`src/rtl/ecc_pkg.sv`:
```
// ----------------------------------------------------------------------------
// ecc_pkg
// Shared types and constants of the elevator car controller.
// ----------------------------------------------------------------------------
package ecc_pkg;

  localparam int unsigned FLOORS      = 4;
  localparam int unsigned FLOOR_W     = 2;
  localparam int unsigned HOLD_W      = 4;
  localparam int unsigned ELAPSED_W   = 5;
  localparam logic [HOLD_W-1:0]    HOLD_RESET  = 4'd3;
  localparam logic [ELAPSED_W-1:0] ELAPSED_MAX = 5'd31;

  typedef logic [FLOORS-1:0]  fmap_t;
  typedef logic [FLOOR_W-1:0] floor_t;

  typedef enum logic [1:0] {
    MODE_IDLE   = 2'd0,
    MODE_MOVING = 2'd1,
    MODE_OPEN   = 2'd2
  } mode_e;

  typedef enum logic [1:0] {
    DRIVE_STOP = 2'b00,
    DRIVE_UP   = 2'b01,
    DRIVE_DOWN = 2'b11
  } drive_e;

  // One result word.
  typedef struct packed {
    drive_e drive;
    logic   lamp;
    fmap_t  up;
    fmap_t  down;
    fmap_t  cab;
    mode_e  mode;
    floor_t floor_now;
  } res_t;

endpackage

```
`src/rtl/elevator_car_controller.sv`:
```
// ----------------------------------------------------------------------------
// elevator_car_controller
// One-car controller: latches buttons, tracks the floor, runs the door and
// picks the next destination, one poll word in, one status word out.
// ----------------------------------------------------------------------------
// A poll word updates the car state at the edge that accepts it, and its status
// word is registered at that edge into the output register, or into the skid
// register while the output register holds a word not yet taken. A new poll can
// be accepted every cycle while the skid register is empty; the two-entry output
// stage decouples the sides, and the input stalls only when both entries are full.
// Configure door_hold_ticks (reset 3) only while no poll is in flight.
module elevator_car_controller (
  input  logic                         clk_i,
  input  logic                         rst_ni,
  input  logic                         cfg_we_i,
  input  logic [ecc_pkg::HOLD_W-1:0]   cfg_data_i,
  input  logic                         in_valid_i,
  output logic                         in_stall_o,
  input  logic                         floor_seen_i,
  input  logic [ecc_pkg::FLOOR_W-1:0]  sensed_floor_i,
  input  logic [ecc_pkg::FLOORS-1:0]   hall_up_pressed_i,
  input  logic [ecc_pkg::FLOORS-1:0]   hall_down_pressed_i,
  input  logic [ecc_pkg::FLOORS-1:0]   cab_pressed_i,
  input  logic                         obstructed_i,
  input  logic                         second_tick_i,
  output logic                         out_valid_o,
  input  logic                         out_stall_i,
  output logic signed [1:0]            motor_drive_o,
  output logic                         door_lamp_o,
  output logic [ecc_pkg::FLOORS-1:0]   up_lights_o,
  output logic [ecc_pkg::FLOORS-1:0]   down_lights_o,
  output logic [ecc_pkg::FLOORS-1:0]   cab_lights_o,
  output logic [1:0]                   mode_o,
  output logic [ecc_pkg::FLOOR_W-1:0]  floor_now_o
);
  import ecc_pkg::*;

  logic [HOLD_W-1:0]    hold_q;
  mode_e                mode_q, mode_d;
  floor_t               floor_q, floor_d;
  floor_t               target_q, target_d;
  fmap_t                up_q, up_d;
  fmap_t                down_q, down_d;
  fmap_t                lock_q, lock_d;
  fmap_t                cab_q, cab_d;
  logic [ELAPSED_W-1:0] elapsed_q, elapsed_d;
  drive_e               drive_q, drive_d;
  logic                 lamp_q, lamp_d;

  res_t res_new;
  res_t out_q, skid_q;
  logic out_valid_q, skid_valid_q;
  logic in_fire, out_fire;

  assign in_stall_o = skid_valid_q;
  assign in_fire    = in_valid_i && !skid_valid_q;
  assign out_fire   = out_valid_q && !out_stall_i;

  // Poll update: next car state.
  always_comb begin
    logic found;
    fmap_t hall;
    up_d      = up_q | hall_up_pressed_i;
    down_d    = down_q | hall_down_pressed_i;
    cab_d     = cab_q | cab_pressed_i;
    lock_d    = lock_q;
    floor_d   = floor_q;
    target_d  = target_q;
    mode_d    = mode_q;
    elapsed_d = elapsed_q;
    drive_d   = drive_q;
    lamp_d    = lamp_q;
    found     = 1'b0;
    hall      = '0;

    if (floor_seen_i) begin
      floor_d = sensed_floor_i;
    end

    if (mode_d == MODE_MOVING && floor_d == target_d) begin
      drive_d   = DRIVE_STOP;
      lamp_d    = 1'b1;
      mode_d    = MODE_OPEN;
      elapsed_d = '0;
    end

    if (mode_d == MODE_OPEN) begin
      if (obstructed_i) begin
        elapsed_d = '0;
      end else begin
        if (second_tick_i && elapsed_d != ELAPSED_MAX) begin
          elapsed_d = elapsed_d + ELAPSED_W'(1);
        end
        if (elapsed_d > {1'b0, hold_q}) begin
          lamp_d = 1'b0;
          cab_d[target_d]  = 1'b0;
          up_d[target_d]   = 1'b0;
          down_d[target_d] = 1'b0;
          lock_d[target_d] = 1'b0;
          mode_d = MODE_IDLE;
        end
      end
    end

    if (mode_d != MODE_MOVING && mode_d != MODE_OPEN) begin
      mode_d = MODE_IDLE;
      // lowest cab request wins
      for (int i = 0; i < FLOORS; i++) begin
        if (!found && cab_d[i]) begin
          found    = 1'b1;
          target_d = floor_t'(i);
        end
      end
      // then the lowest unlocked hall call; drop a call at the current floor
      hall = (up_d | down_d) & ~lock_d;
      for (int i = 0; i < FLOORS; i++) begin
        if (!found && hall[i]) begin
          if (floor_t'(i) == floor_d) begin
            up_d[i]   = 1'b0;
            down_d[i] = 1'b0;
            lock_d[i] = 1'b0;
          end else begin
            found    = 1'b1;
            target_d = floor_t'(i);
          end
        end
      end
      if (found) begin
        lock_d[target_d] = 1'b1;
        mode_d = MODE_MOVING;
        if (target_d > floor_d) begin
          drive_d = DRIVE_UP;
        end else if (target_d < floor_d) begin
          drive_d = DRIVE_DOWN;
        end else begin
          drive_d = DRIVE_STOP;
        end
      end
    end
  end

  // Status word from the updated state.
  always_comb begin
    res_new.drive     = drive_d;
    res_new.lamp      = lamp_d;
    res_new.up        = up_d;
    res_new.down      = down_d;
    res_new.cab       = cab_d | lock_d;
    res_new.mode      = mode_d;
    res_new.floor_now = floor_d;
  end

  always_ff @(posedge clk_i or negedge rst_ni) begin
    if (!rst_ni) begin
      hold_q    <= HOLD_RESET;
      mode_q    <= MODE_IDLE;
      floor_q   <= '0;
      target_q  <= '0;
      up_q      <= '0;
      down_q    <= '0;
      lock_q    <= '0;
      cab_q     <= '0;
      elapsed_q <= '0;
      drive_q   <= DRIVE_STOP;
      lamp_q    <= 1'b0;
    end else begin
      if (cfg_we_i) begin
        hold_q <= cfg_data_i;
      end
      if (in_fire) begin
        mode_q    <= mode_d;
        floor_q   <= floor_d;
        target_q  <= target_d;
        up_q      <= up_d;
        down_q    <= down_d;
        lock_q    <= lock_d;
        cab_q     <= cab_d;
        elapsed_q <= elapsed_d;
        drive_q   <= drive_d;
        lamp_q    <= lamp_d;
      end
    end
  end

  // Output register with skid entry.
  always_ff @(posedge clk_i or negedge rst_ni) begin
    if (!rst_ni) begin
      out_valid_q  <= 1'b0;
      skid_valid_q <= 1'b0;
    end else begin
      if (skid_valid_q) begin
        if (out_fire) begin
          skid_valid_q <= 1'b0;
        end
      end else if (in_fire) begin
        if (out_valid_q && !out_fire) begin
          skid_valid_q <= 1'b1;
        end else begin
          out_valid_q <= 1'b1;
        end
      end else if (out_fire) begin
        out_valid_q <= 1'b0;
      end
    end
  end

  always_ff @(posedge clk_i) begin
    if (skid_valid_q) begin
      if (out_fire) begin
        out_q <= skid_q;
      end
    end else if (in_fire) begin
      if (out_valid_q && !out_fire) begin
        skid_q <= res_new;
      end else begin
        out_q <= res_new;
      end
    end
  end

  assign out_valid_o   = out_valid_q;
  assign motor_drive_o = signed'(out_q.drive);
  assign door_lamp_o   = out_q.lamp;
  assign up_lights_o   = out_q.up;
  assign down_lights_o = out_q.down;
  assign cab_lights_o  = out_q.cab;
  assign mode_o        = out_q.mode;
  assign floor_now_o   = out_q.floor_now;

endmodule

```
`config.mk`:
```
export PLATFORM = sky130hd
export DESIGN_NAME = elevator_car_controller
export DESIGN_NICKNAME = d
export VERILOG_FILES = /design/src/rtl/ecc_pkg.sv /design/src/rtl/elevator_car_controller.sv
export SDC_FILE = /design/constraint.sdc
export NUM_CORES = 1
export LEC_CHECK = 0
export BUFFER_PORTS_ARGS = -buffer_cell sky130_fd_sc_hd__buf_2
export CAP_MARGIN = 20
export CORE_ASPECT_RATIO = 2
export CORE_MARGIN = 4
export CORE_UTILIZATION = 53
export DETAILED_ROUTE_END_ITERATION = 6
export GPL_TIMING_DRIVEN = 0
export MAX_ROUTING_LAYER = met4
export PLACE_DENSITY = 0.81
export SETUP_SLACK_MARGIN = 0.2
export SYNTH_ARGS = -nofsm -noshare
export SYNTH_HDL_FRONTEND = slang
export SYNTH_SLANG_ARGS = --single-unit
```
`constraint.sdc`:
```
create_clock -name clk_i -period 5.53 [get_ports clk_i]
set_clock_uncertainty 0.1 [all_clocks]
set_input_delay 0 -clock clk_i [delete_from_list [all_inputs] [get_ports clk_i]]
set_output_delay 0 -clock clk_i [all_outputs]
set_load 0.01 [all_outputs]
```
# Yosys cells after proc, flatten, opt, wreduce, memory -nomap -nowiden

Index checks and enable logic that the tools add are counted.
W data, S select, Z words.

Flip-flop bits (word level): 74
Bits in latches: 0
Memory bits (writable): 0
Memory bits (read-only): 0
Input bits: 26
Output and inout bits: 21
Memories kept: 0

$add $sub $neg: 1
Multipliers: 0
Divide/modulo/power cells: 0
Order comparisons: 7
Eq/ne operators: 12
Shift operators: 0
Muxes and demuxes: 115
Bitwise logic cells: 14
Reductions and logical operators: 32

Operators by type and width:

| kind                  | number |
|---|---|
| $mux W19              | 4 |
| $mux W4               | 16 |
| $mux W1               | 62 |
| $mux W2               | 25 |
| $mux W5               | 6 |
| $or A4 B4 Y4          | 6 |
| $and A4 B4 Y4         | 5 |
| $logic_and A1 B1 Y1   | 15 |
| $logic_not A1 Y1      | 10 |
| $reduce_and A3 Y1     | 3 |
| $not A4 Y4            | 2 |
| $lt A2 B3 Y1 const B  | 2 |
| $ne A2 B2 Y1 const B  | 3 |
| $add A5 B1 Y5 const B | 1 |
| $gt A5 B4 Y1          | 1 |
| $ne A5 B5 Y1 const B  | 1 |
| $demux W1 S2          | 2 |
| $eq A2 B2 Y1 const A  | 2 |
| $ge A2 B1 Y1 const B  | 2 |
| $ne A2 B1 Y1 const B  | 2 |
| $reduce_bool A2 Y1    | 2 |
| $eq A1 B2 Y1 const A  | 1 |
| $eq A2 B1 Y1 const B  | 1 |
| $eq A2 B2 Y1          | 1 |
| 6 further kinds       | 6 |

# Longest topological paths before layout

Gate-level depths: netlist (run 1).

Depth in word-level cells: 55
Mapped depth: 26
Mapped depth without buffers: 25

# Least setup slack after synthesis (run 1)

No wires, ideal clock.

Kind: reg2reg
From: register floor_q[1]
To: register out_q, in the netlist motor_drive_o[0] (data pin)
Arrival time: 5231 ps
Data required time: 5170 ps
Path slack: -61 ps
Stages on the path, launching flop included: 27
Buffers on the path: 1
Clock period less this slack: 5591 ps
Cell sequence: dfrtp_1 mux2i_2 mux2i_1 nand2_1 clkbuf_1 and2_1 ha_1 nand2_1 nor2_1 ha_1 nor2b_1 nand4_1 xor2_1 nor2_1 ha_1 a21oi_1 a21oi_1 o311ai_4 o32ai_4 a21boi_4 a211oi_1 o32ai_4 ha_1 nand2_1 a21oi_1 mux2i_1 mux2_4

Word-level cells in the longest chain between the ends: 51
Elaborated cells between the ends (all ways): 96
Those cells by class: add/sub (1); order compare (3); eq/ne (8); mux (63); bitwise (3); reduce/logical (18)

Ends and longest elaborated chain:

| element                                                | RTL line                       | text |
|---|---|---|
| start: declaration                                     | elevator_car_controller.sv:40  | `floor_t floor_q, floor_d;` |
| start signal: assignment                               | elevator_car_controller.sv:172 | `floor_q <= floor_d;` |
| $mux W2 (*)                                            | elevator_car_controller.sv:76  | `if (floor_seen_i) begin` |
| branches (longest 46 deep; another with $add A5 B1 Y5) | -                              |  |
| $mux W2 (*)                                            | elevator_car_controller.sv:105 | `if (mode_d != MODE_MOVING && mode_d != MODE_OPEN) begin` |
| via drive_d[0]                                         | elevator_car_controller.sv:47  | `drive_e drive_q, drive_d;` |
| $mux W19 (*)                                           | elevator_car_controller.sv:213 | `if (out_valid_q && !out_fire) begin` |
| $mux W19 (*)                                           | elevator_car_controller.sv:212 | `end else if (in_fire) begin` |
| $mux W19 (*)                                           | elevator_car_controller.sv:208 | `if (skid_valid_q) begin` |
| end signal: assignment                                 | elevator_car_controller.sv:210 | `out_q <= skid_q;` |
| end signal: assignment                                 | elevator_car_controller.sv:216 | `out_q <= res_new;` |
| end: declaration                                       | elevator_car_controller.sv:51  | `res_t out_q, skid_q;` |

Mark *: on every way through the listed nets, which the timed path passes. The select of a mux whose other input is x is not followed.
A chain may end at the register's enable or synchronous reset.

# Worst setup path in the final report (run 1)

From: register target_q[1]
To: register out_q, in the netlist motor_drive_o[0] (data pin)

Word-level cells in the longest chain between the ends: 50
Elaborated cells between the ends (all ways): 101
Those cells by class: add/sub (1); order compare (5); eq/ne (5); mux (64); bitwise (8); reduce/logical (18)

Ends and longest elaborated chain:

| element                                                | RTL line                       | text |
|---|---|---|
| start: declaration                                     | elevator_car_controller.sv:41  | `floor_t target_q, target_d;` |
| start signal: assignment                               | elevator_car_controller.sv:173 | `target_q <= target_d;` |
| branches (longest 46 deep; another with $add A5 B1 Y5) | -                              |  |
| $mux W2 (*)                                            | elevator_car_controller.sv:105 |  |
| via drive_d[0]                                         | elevator_car_controller.sv:47  |  |
| $mux W19 (*)                                           | elevator_car_controller.sv:213 |  |
| $mux W19 (*)                                           | elevator_car_controller.sv:212 |  |
| $mux W19 (*)                                           | elevator_car_controller.sv:208 |  |

Marked as above.

==> results_dict.tcl, run 1 <==
set metrics [dict create \
    synthAdderAreaFrac 0.02828 \
    arrival_ns 5.74 \
    drv_cap 0 \
    switching_share 0.3940 \
    use_met3 0.04900 \
    dieWidth_microns 69.29 \
    drc 0 \
    finalHoldViolations 0 \
    r2r_end "motor_drive_o[0]" \
    gp_congestion 0.9157 \
    synthCells 359 \
    chipHeight_microns 130.6 \
    slew_viol_final 0 \
    violations "negative setup slack" \
    synth_edf_count 38 \
    crit_required_ns 5.52 \
    rows 44 \
    antenna_cells 0 \
    setup_viol 4 \
    synth_compound_area_frac 0.2143 \
    r2r_cells 26 \
    power_density_mw_per_mm2 483.3 \
    p_seq_frac 0.314 \
    wire_per_inst_microns 21.99 \
    min_period_ns 5.753 \
    ir_worst_vdd_v 0.0002714 \
    design_area_sq_mm 0.005709 \
    crit_start "target_q[1]" \
    path_class "reg2reg" \
    synth_commonest_cells "nand2_1, edfxtp_1, dfrtp_1" \
    grt_pass1_wl_mm 17.75 \
    clockPowerShare 0.192 \
    p_int_mw 1.672 \
    synth-xor-area-share 0.01320 \
    path_clk_slew_ns 0.06 \
    ys_types 65 \
    preCtsSetupSlack_ns -0.5945 \
    async_flop_share 0.4865 \
    yosys.area_share.simple 0.1389 \
    vias_per_cell 6.288 \
    cts_buffers 9 \
    clockBufferDepth 2 \
    areaGrowthSynthToFinish_pct 43.40 \
    crit_path_end "motor_drive_o[0]" \
    r2r-start "target_q[1]" \
    max_slew_margin 0.3605 \
    grtUsageMet1 0.2479 \
    port_buffers 46 \
    ys_seq_area_frac 0.5135 \
    placed_area_sq_mm 0.004438 \
    cp_max_fo 5 \
    yosysMostFrequentCell "nand2_1" \
    synth_top_family_by_area "compound AO/OA/AOI/OAI gates" \
    ant_nets 0 \
    grt_use_total 0.2611 \
    drive_above_1_share 0.4045 \
    crit_path_end_kind "flop" \
    insertion_delay_ns 0.34 \
    num_vias 3672 \
    use_met2 0.4758 \
    comb_power_share 0.494 \
    start_kind "flop" \
    netSwitchingPower_mw 1.087 \
    synth_area_per_cell_sq_um 11.09 \
    syn_nets 394 \
    fin_crit_sh 1.040 \
    ys_top_cells_by_area "edfxtp_1, dfrtp_1, mux2_2" \
    antenna_found_initial 0 \
    outcome "complete, but fails checks" \
    grt_max_degree 37 \
    cts_tree "done" \
    rsz0062_at_grt "yes" \
    ios 47 \
    post-route-util 0.7856 \
    cts_sinks 74 \
    synthFlopType "edfxtp_1" \
    wirelength_mm 12.85 \
    p_leak_nw 2.234 \
    ys_ff_latch 74 \
    grt_remaining_overflow 0 \
    netlist_area_sq_mm 0.003981 \
    nNetsFinal 522 \
    dp_hpwl_mm 7.218 \
    yosysTopAreaCell "edfxtp_1" \
    busiest_layer "met2" \
    fp.coreArea_sq_mm 0.007267 \
    reg2reg_slack_ns -0.22 \
    cts_root_buf "clkbuf_16" \
    htree_levels 3 \
    max_freq_ghz 0.1738 \
    yosysWarningCount 0 \
    holdCritPathClass "in2reg" \
    grt_pass1_vias 3640 \
    setup_slack_ns -0.2227 \
    muxShareOfSynthArea 0.06442 \
    synth_top_area_frac 0.2866 \
    firstDrtPassIters 5 \
    first_iter_violations 389 \
    worst_pin_slew_ns 0.9592 \
    initial_utilization 0.5479 \
    die_area_sq_mm 0.009047 \
]
-- registers in the layout, indices dropped and copies added (netlist names), 4 cells and up --
| register | cells |
|---|---|
| cab_q | 4 |
| skid_q | 19 |
| lock_q | 4 |
| down_q | 4 |
| up_lights_o | 4 |
| cab_lights_o | 4 |
| elapsed_q | 5 |
| hold_q | 4 |
| down_lights_o | 4 |
| up_q | 4 |
-- metrics by stage --
| stage | setup TNS, ns | hold slack, ns | instances | total power, mW |
|---|---|---|---|---|
| 3_5_place_dp | -2.724 | 0.06119 | 498 | 1.854 |
| 6_report | -0.7495 | 0.07737 | 584 | 2.759 |
| 2_1_floorplan | 0 | -0.3956 | 359 | 1.556 |
| 4_1_cts | -0.09646 | 0.05772 | 564 | 2.514 |
| 3_3_place_gp | -2.041 | 0.06776 | 497 | 1.800 |
| 5_1_grt | -1.419 | 0.1041 | 584 | 2.865 |
-- cell usage in the layout, fill, tap and decap left out, drive strengths merged, types with 3 or more instances in the layout --
cell type and count:
a21o 4, a21oi 27, a22o 3, a311oi 4, a31o 4, a32o 4, and2 7, buf 96
clkbuf 21, clkinv 4, dfrtp 34, dlygate4sd3 23, edfxtp 38, ha 9, inv 15, mux2 17
mux2i 5, nand2 43, nand3 4, nand4 3, nor2 31, nor2b 3, nor3 9, o21ai 26
o31ai 18, xnor2 4
-- logic make-up after synthesis --
logic type	Yosys count
xor gates and xnor gates	6
buffers and inverters	27
and+or+nand+nor	111
AOI/OAI and AO/OA	110
adders and majority gates	9
DFF	74
muxes	22
-- what timing repair did --
item                                    CTS  global route
setup buffers                            27            20
hold buffers                             23             0
gates resized for setup                  22            55
hold endpoints to repair                 58             0
pin swaps                                19            27
gates cloned                              0             0
endpoints found under the setup margin   44            39
-- power groups by stage --
stage	combinational [mW]	clock, mW	sequential, mW
3_3_place_gp	0.934	0	0.866
6_report	1.36	0.530	0.865
2_1_floorplan	0.658	0	0.897
4_1_cts	1.13	0.523	0.859
5_1_grt	1.43	0.550	0.881
3_5_place_dp	0.980	0	0.873
-- worst max-delay path, stage by stage (launching register included) --
cell      delay, ns
dfrtp_1        0.42
or3b_4         0.39
mux2i_2        0.19
nand2_1        0.11
clkbuf_8       0.15
and2_4         0.14
ha_4           0.16
nand2_4        0.07
nor2_4         0.05
ha_4           0.17
nand2b_4       0.14
mux2_4         0.32
ha_4           0.22
nor2b_4        0.12
o211ai_1       0.27
a21oi_4        0.13
buf_4          0.15
o311a_4        0.35
a31oi_1        0.28
a21oi_1        0.17
a211oi_2       0.35
o32ai_4        0.17
ha_4           0.31
nand2_4        0.05
a21oi_4        0.15
mux2i_2        0.11
mux2_4         0.26
-- worst min-delay path by stage --
stage | start | to | slack [ns] | cells after the start
after floorplan | rst_ni | cab_q[0] | -0.40 | 0
after global placement | rst_ni | up_q[1] | 0.07 | 1
after detailed placement | rst_ni | up_q[1] | 0.06 | 1
after CTS | in_valid_i | drive_q[0] | 0.06 | 4
after global routing | in_valid_i | target_q[0] | 0.10 | 4
final | in_valid_i | drive_q[0] | 0.08 | 4
-- layout make-up --
cell class	count	area (sq um)
Clock buffer	10	229.0
Fill cell	424	1558
Buffer	13	66.31
Clock inverter	6	32.53
Tap cell	92	115.1
Inverter	14	52.55
Multi-Input combinational cell	258	2285
Timing Repair Buffer	117	884.6
Sequential cell	74	2044
-- routing by layer --
metal,up-vias,part of all wire
met2,214,0.56
met1,1801,0.34
li1,1602,-
met4,0,0.052
met5,-,0
met3,55,0.053
(Power assumes the default switching activity.)
==> run 2, diff against run 1 <==
==> constraint.sdc (replaced) <==
create_clock -name clk_i -period 4.8 [get_ports clk_i]
set_clock_uncertainty 0.1 [all_clocks]
set_input_delay 0 -clock clk_i [delete_from_list [all_inputs] [get_ports clk_i]]
set_output_delay 0 -clock clk_i [all_outputs]
set_load 0.01 [all_outputs]
==> run 2 against run 1 <==
The flow still finishes with violations (negative setup slack); combinational power grew 9%; via count shrank 0.54%; sequential power grew 15%; fmax grew 1.6%; sequential share of layout area grew 0.62 points; critical path depth is the same; setup slack lost 0.64 ns; largest power group unchanged; core utilization shrank 1.3 points; design area shrank 1.7%; cell count shrank 1.0%; global-route usage grew 0.72 points; worst hold slack lost 0.045 ns.
==> results_dict.tcl, run 2 (synthesized netlist as in run 1, its figures left out) <==
set metrics [dict create \
    outcome "complete, but fails checks" \
    violations "negative setup slack" \
    chipHeight_microns 130.6 \
    arrival_ns 5.66 \
    max_freq_ghz 0.1766 \
    crit_path_end "motor_drive_o[0]" \
    antenna_found_initial 0 \
    crit_start "target_q[1]" \
    setup_viol 46 \
    comb_power_share 0.473 \
    grt_pass1_vias 3687 \
    antenna_cells 0 \
    grt_pass1_wl_mm 18.19 \
    final_cells 578 \
    holdCritPathClass "in2reg" \
    p_int_mw 1.935 \
    rsz0062_at_grt "yes" \
    die_area_sq_mm 0.009047 \
    start_kind "flop" \
    areaGrowthSynthToFinish_pct 40.95 \
    clockPowerShare 0.209 \
    dp_hpwl_mm 7.124 \
    grt_max_degree 37 \
    vias_per_cell 6.318 \
    insertion_delay_ns 0.35 \
    reg2reg_slack_ns -0.86 \
    first_iter_violations 486 \
    num_vias 3652 \
    place_inst 498 \
    power_mw 3.136 \
    cts_buffers 9 \
    tns_ns -22.05 \
    cts_sinks 74 \
    largest_register_ffs 19 \
    max_slew_margin 0.3482 \
    hold_ws_ns 0.03256 \
    initial_utilization 0.5479 \
    mostFrequentLayoutCell "buf_2" \
    p_seq_frac 0.317 \
    port_buffers 46 \
    wire_per_inst_microns 21.42 \
    drive_above_1_share 0.3724 \
    crit_required_ns 4.80 \
    firstDrtPassIters 5 \
    path_class "reg2reg" \
    min_period_ns 5.663 \
    dieWidth_microns 69.29 \
    ir_worst_vdd_v 0.0004753 \
    fp.coreArea_sq_mm 0.007267 \
    grt_remaining_overflow 0 \
    fin_crit_sh 1.180 \
    netSwitchingPower_mw 1.201 \
    regMostFlops "skid_q" \
    cts_tree "done" \
    slew_viol_final 0 \
    wirelength_mm 12.38 \
    switching_share 0.3829 \
    cts_root_buf "clkbuf_16" \
    worst_pin_slew_ns 0.9777 \
    cp_max_fo 5 \
    ant_nets 0 \
    p_leak_nw 2.202 \
    ios 47 \
    setup_slack_ns -0.8629 \
    htree_levels 3 \
    power_density_mw_per_mm2 558.8 \
    r2r-start "target_q[1]" \
    r2r_cells 26 \
    crit_path_end_kind "flop" \
    gp_congestion 0.9209 \
    top_regs "skid_q: 19 flops, elapsed_q: 5 flops" \
    grt_use_total 0.2684 \
    post-route-util 0.7722 \
    path_clk_slew_ns 0.06 \
    drc 0 \
    nNetsFinal 516 \
    finalHoldViolations 0 \
    r2r_end "motor_drive_o[0]" \
    drv_cap 0 \
    rows 44 \
    final_cell_mix "buf_2, nand2_1, edfxtp_1" \
    clockBufferDepth 2 \
]
==> run 2: area by class of cell <==
| cell class | count | area, sq um |
|---|---|---|
| sequential | 74 | 2044 |
| fill | 447 | 1655 |
| buffer | 13 | 66.31 |
| clock inverter | 3 | 41.29 |
| tap | 92 | 115.1 |
| clock buffer | 13 | 240.2 |
| timing repair buffer | 111 | 833.3 |
| multi-input combinational | 258 | 2218 |
| inverter | 14 | 52.55 |
==> run 2: per-layer routing <==
metal  up-vias  wire, microns  share of wire  GRT usage
li1       1592              -              -          -
met1      1755           4054           0.33     0.2448
met2       223           6696           0.54     0.4809
met3        82            764          0.062    0.04671
met4         0            862          0.070     0.2209
met5         -              0              0          -
==> run 2: power groups by stage <==
stage | sequential [mW] | clock [mW] | combinational [mW]
5_1_grt | 1.01 | 0.678 | 1.57
6_report | 0.995 | 0.657 | 1.48
3_3_place_gp | 0.998 | 0 | 1.09
3_5_place_dp | 1.00 | 0 | 1.14
4_1_cts | 0.990 | 0.652 | 1.34
2_1_floorplan | 1.03 | 0 | 0.762
==> run 2: timing repair <==
item / CTS / global route
hold buffers: 23 / 0
endpoints found under the setup margin: 51 / 47
pin swaps: 18 / 13
hold endpoints to repair: 61 / 0
buffers inserted: 34 / 7
gates resized for setup: 38 / 20
==> run 2: worst min path at each step <==
stage / endpoint / startpoint / depth (start not counted)
final: target_q[0] / in_valid_i / 4
after global placement: hold_q[2] / rst_ni / 1
after floorplan: cab_q[0] / rst_ni / 0
after global routing: target_q[0] / in_valid_i / 4
after detailed placement: hold_q[2] / rst_ni / 1
after CTS: target_q[0] / in_valid_i / 4
==> run 2: critical path, cell delays in order (launching register included) <==
cell and delay, ns:
dfrtp_1 0.38, or3b_1 0.40, mux2i_1 0.22, nand2_1 0.12, clkbuf_8 0.15, and2_4 0.14
ha_4 0.16, nand2_4 0.07, nor2_4 0.05, ha_4 0.17, nand2b_4 0.14, mux2_4 0.32
ha_4 0.22, nor2b_2 0.14, o211ai_1 0.25, a21oi_4 0.12, buf_4 0.15, o311a_4 0.35
a31oi_2 0.28, nor2_1 0.12, a211oi_2 0.35, o32ai_4 0.16, ha_1 0.30, nand2_1 0.07
a21oi_2 0.12, mux2i_1 0.11, mux2_4 0.26
==> run 2: per-stage QoR <==
| stage | instance area (sq um) | worst slack (ns) |
|---|---|---|
| after floorplan | 4090 | -0.4971 |
| final | 5612 | -0.8629 |
| after detailed placement | 4454 | -1.230 |
| after global placement | 4436 | -1.194 |
| after CTS | 5435 | -0.6665 |
| after global routing | 5612 | -1.039 |
==> run 3, diff against run 2 <==
--- a/config.mk
+++ b/config.mk
@@ -5,7 +5,7 @@
 export SDC_FILE = /design/constraint.sdc
 export NUM_CORES = 1
 export LEC_CHECK = 0
-export BUFFER_PORTS_ARGS = -buffer_cell sky130_fd_sc_hd__buf_2
+export BUFFER_PORTS_ARGS = -buffer_cell sky130_fd_sc_hd__clkbuf_2
 export CAP_MARGIN = 20
 export CORE_ASPECT_RATIO = 2
 export CORE_MARGIN = 4
@@ -14,6 +14,7 @@
 export GPL_TIMING_DRIVEN = 0
 export MAX_ROUTING_LAYER = met4
 export PLACE_DENSITY = 0.81
+export RECOVER_POWER = 25
 export SETUP_SLACK_MARGIN = 0.2
 export SYNTH_ARGS = -nofsm -noshare
 export SYNTH_HDL_FRONTEND = slang
==> run 3 against run 2 <==
The flow finishes with violations (max-capacitance violations, max-slew violations, negative setup slack); core utilization up 4.3 points; sequential share of layout area decreased by 1.9 points; fmax rose by 0.92%; global-route usage up 2.0 points; register-to-register slack gained 0.05 ns; critical path depth increased by 1; setup slack improved by 0.051 ns; first-iteration DRC count grew 35%; non-clock buffer count grew 22; clock-buffer cell count is 3 lower; wire length grew 15%; critical path type unchanged.
==> results_dict.tcl, run 3 (synthesized netlist as in run 1, its figures left out) <==
set metrics [dict create \
    post-route-util 0.8151 \
    rsz0062_at_grt "yes" \
    chipHeight_microns 130.6 \
    preCtsSetupSlack_ns -1.256 \
    port_buffers 46 \
    crit_buf_inv 2 \
    grt_remaining_overflow 0 \
    r2r_end "motor_drive_o[0]" \
    grt_pass1_vias 3832 \
    num_vias 3949 \
    worst_pin_slew_ns 2.245 \
    busiest_layer "met2" \
    fp.coreArea_sq_mm 0.007267 \
    grt_pass1_wl_mm 19.66 \
    worst_path_dominant_cell_family "simple AND/OR/NAND/NOR gates" \
    regMostFlops "skid_q" \
    r2r_cells 27 \
    setup_slack_ns -0.8115 \
    antenna_cells 0 \
    reg2reg_slack_ns -0.81 \
    antenna_found_initial 0 \
    violations "max-capacitance violations, max-slew violations, negative setup slack" \
    initial_utilization 0.5479 \
    min_period_ns 5.611 \
    die_area_sq_mm 0.009047 \
    cts_root_buf "clkbuf_16" \
    final_cell_mix "nand2_1, edfxtp_1, dfrtp_1, buf_4, clkbuf_1" \
    slew_viol_final 37 \
    rows 44 \
    ios 47 \
    grt_use_total 0.2879 \
    ir_worst_vdd_v 0.0005096 \
    path_clk_slew_ns 0.05 \
    cts_tree "done" \
    cts_buffers 9 \
    hold-path-endpoint "floor_q[0]" \
    clockBufferDepth 2 \
    top_regs "skid_q: 19 flops, elapsed_q: 5 flops" \
    use_met2 0.5034 \
    fin_crit_sh 1.169 \
    p_leak_nw 2.316 \
    dp_hpwl_mm 7.211 \
    first_iter_violations 656 \
    drc 0 \
    holdCritPathClass "in2reg" \
    cp_max_fo 4 \
    dieWidth_microns 69.29 \
    grt_max_degree 37 \
    wire_per_inst_microns 23.75 \
    use_met3 0.05283 \
    critical_path.max_stage_delay_ns 0.42 \
    crit_required_ns 4.79 \
    drv_cap 1 \
    arrival_ns 5.60 \
    insertion_delay_ns 0.34 \
    drive_above_1_share 0.3780 \
    cts_sinks 74 \
    path_class "reg2reg" \
    mostFrequentLayoutCell "nand2_1" \
    cpMaxStageDelayCell "nor4b_4" \
    finalHoldViolations 0 \
    htree_levels 3 \
    firstDrtPassIters 5 \
    start_kind "flop" \
    whs_path_depth 4 \
    gp_congestion 0.9026 \
    r2r-start "target_q[1]" \
    min_from "sensed_floor_i[0]" \
    power_density_mw_per_mm2 557.9 \
    largest_register_ffs 19 \
    fillCellCount 390 \
    nNetsFinal 538 \
    areaGrowthSynthToFinish_pct 48.77 \
    outcome "complete, but fails checks" \
    vias_per_cell 6.582 \
    max_slew_margin -0.4970 \
    setup_viol 46 \
    max_freq_ghz 0.1782 \
    ant_nets 0 \
    crit_path_end_kind "flop" \
    wirelength_mm 14.25 \
    grtUsageMet1 0.2815 \
]
==> run 3: cell count changes in the layout (fill, tap and decap cells not counted), sizes merged <==
cell,before,now
buf,90,66
bufinv,1,2
clkinv,1,3
clkbuf,24,67
==> run 3: layout make-up <==
cell class | instances | area [sq um] | area share
Clock inverter | 6 | 81.33 | 0.01373
Inverter | 14 | 52.55 | 0.008872
Timing Repair Buffer | 133 | 1046 | 0.1766
Tap cell | 92 | 115.1 | 0.01943
Clock buffer | 10 | 229.0 | 0.03866
Sequential cell | 74 | 2044 | 0.3452
Multi-Input combinational cell | 258 | 2288 | 0.3864
Buffer | 13 | 66.31 | 0.01120
==> run 3: tightest hold or removal path: stages <==
cell      delay [ns]
clkbuf_2        0.10
mux2i_4         0.07
buf_4           0.19
a21oi_1         0.13
==> run 3: where the power goes <==
group | switching, mW | internal [mW] | total (mW)
registers | 0.0939 | 0.911 | 1.00
logic | 0.939 | 0.651 | 1.59
clock network | 0.259 | 0.451 | 0.710
total | 1.29 | 2.01 | 3.30
==> run 3: what timing repair did <==
action | 4_1_cts | 5_1_grt
setup buffers | 45 | 18
gates resized for setup | 51 | 39
endpoints found under the hold margin | 59 | 0
pin swaps | 35 | 20
endpoints found under the setup margin | 51 | 47
hold buffers | 23 | 0
==> run 3: through the flow <==
step	std cells	power, mW	hold slack [ns]	TNS, ns	cell area [sq um]
floorplan	359	1.796	-0.3956	-1.834	4090
global placement	497	2.087	0.09579	-26.17	4436
detailed placement	498	2.150	0.1113	-30.65	4454
CTS	582	3.099	0.04450	-15.96	5608
global route	600	3.438	0.09878	-35.37	5923
finish	600	3.305	0.09833	-24.70	5923
==> run 3: how the worst max path moves through the flow <==
stage / endpoint / cells past startpoint / slack [ns] / start
floorplan: motor_drive_o[0] / 26 / -0.50 / mode_q[1]
global placement: motor_drive_o[0] / 26 / -1.16 / floor_q[1]
detailed placement: motor_drive_o[0] / 26 / -1.26 / floor_q[1]
CTS: motor_drive_o[0] / 27 / -0.67 / target_q[1]
global route: motor_drive_o[0] / 27 / -1.13 / target_q[1]
finish: motor_drive_o[0] / 27 / -0.81 / target_q[1]
==> run 3: routing by layer <==
layer / share of wire / routed length, microns
met4: 0.082 / 1168
met1: 0.32 / 4615
met2: 0.51 / 7204
met3: 0.088 / 1261
met5: 0 / 0
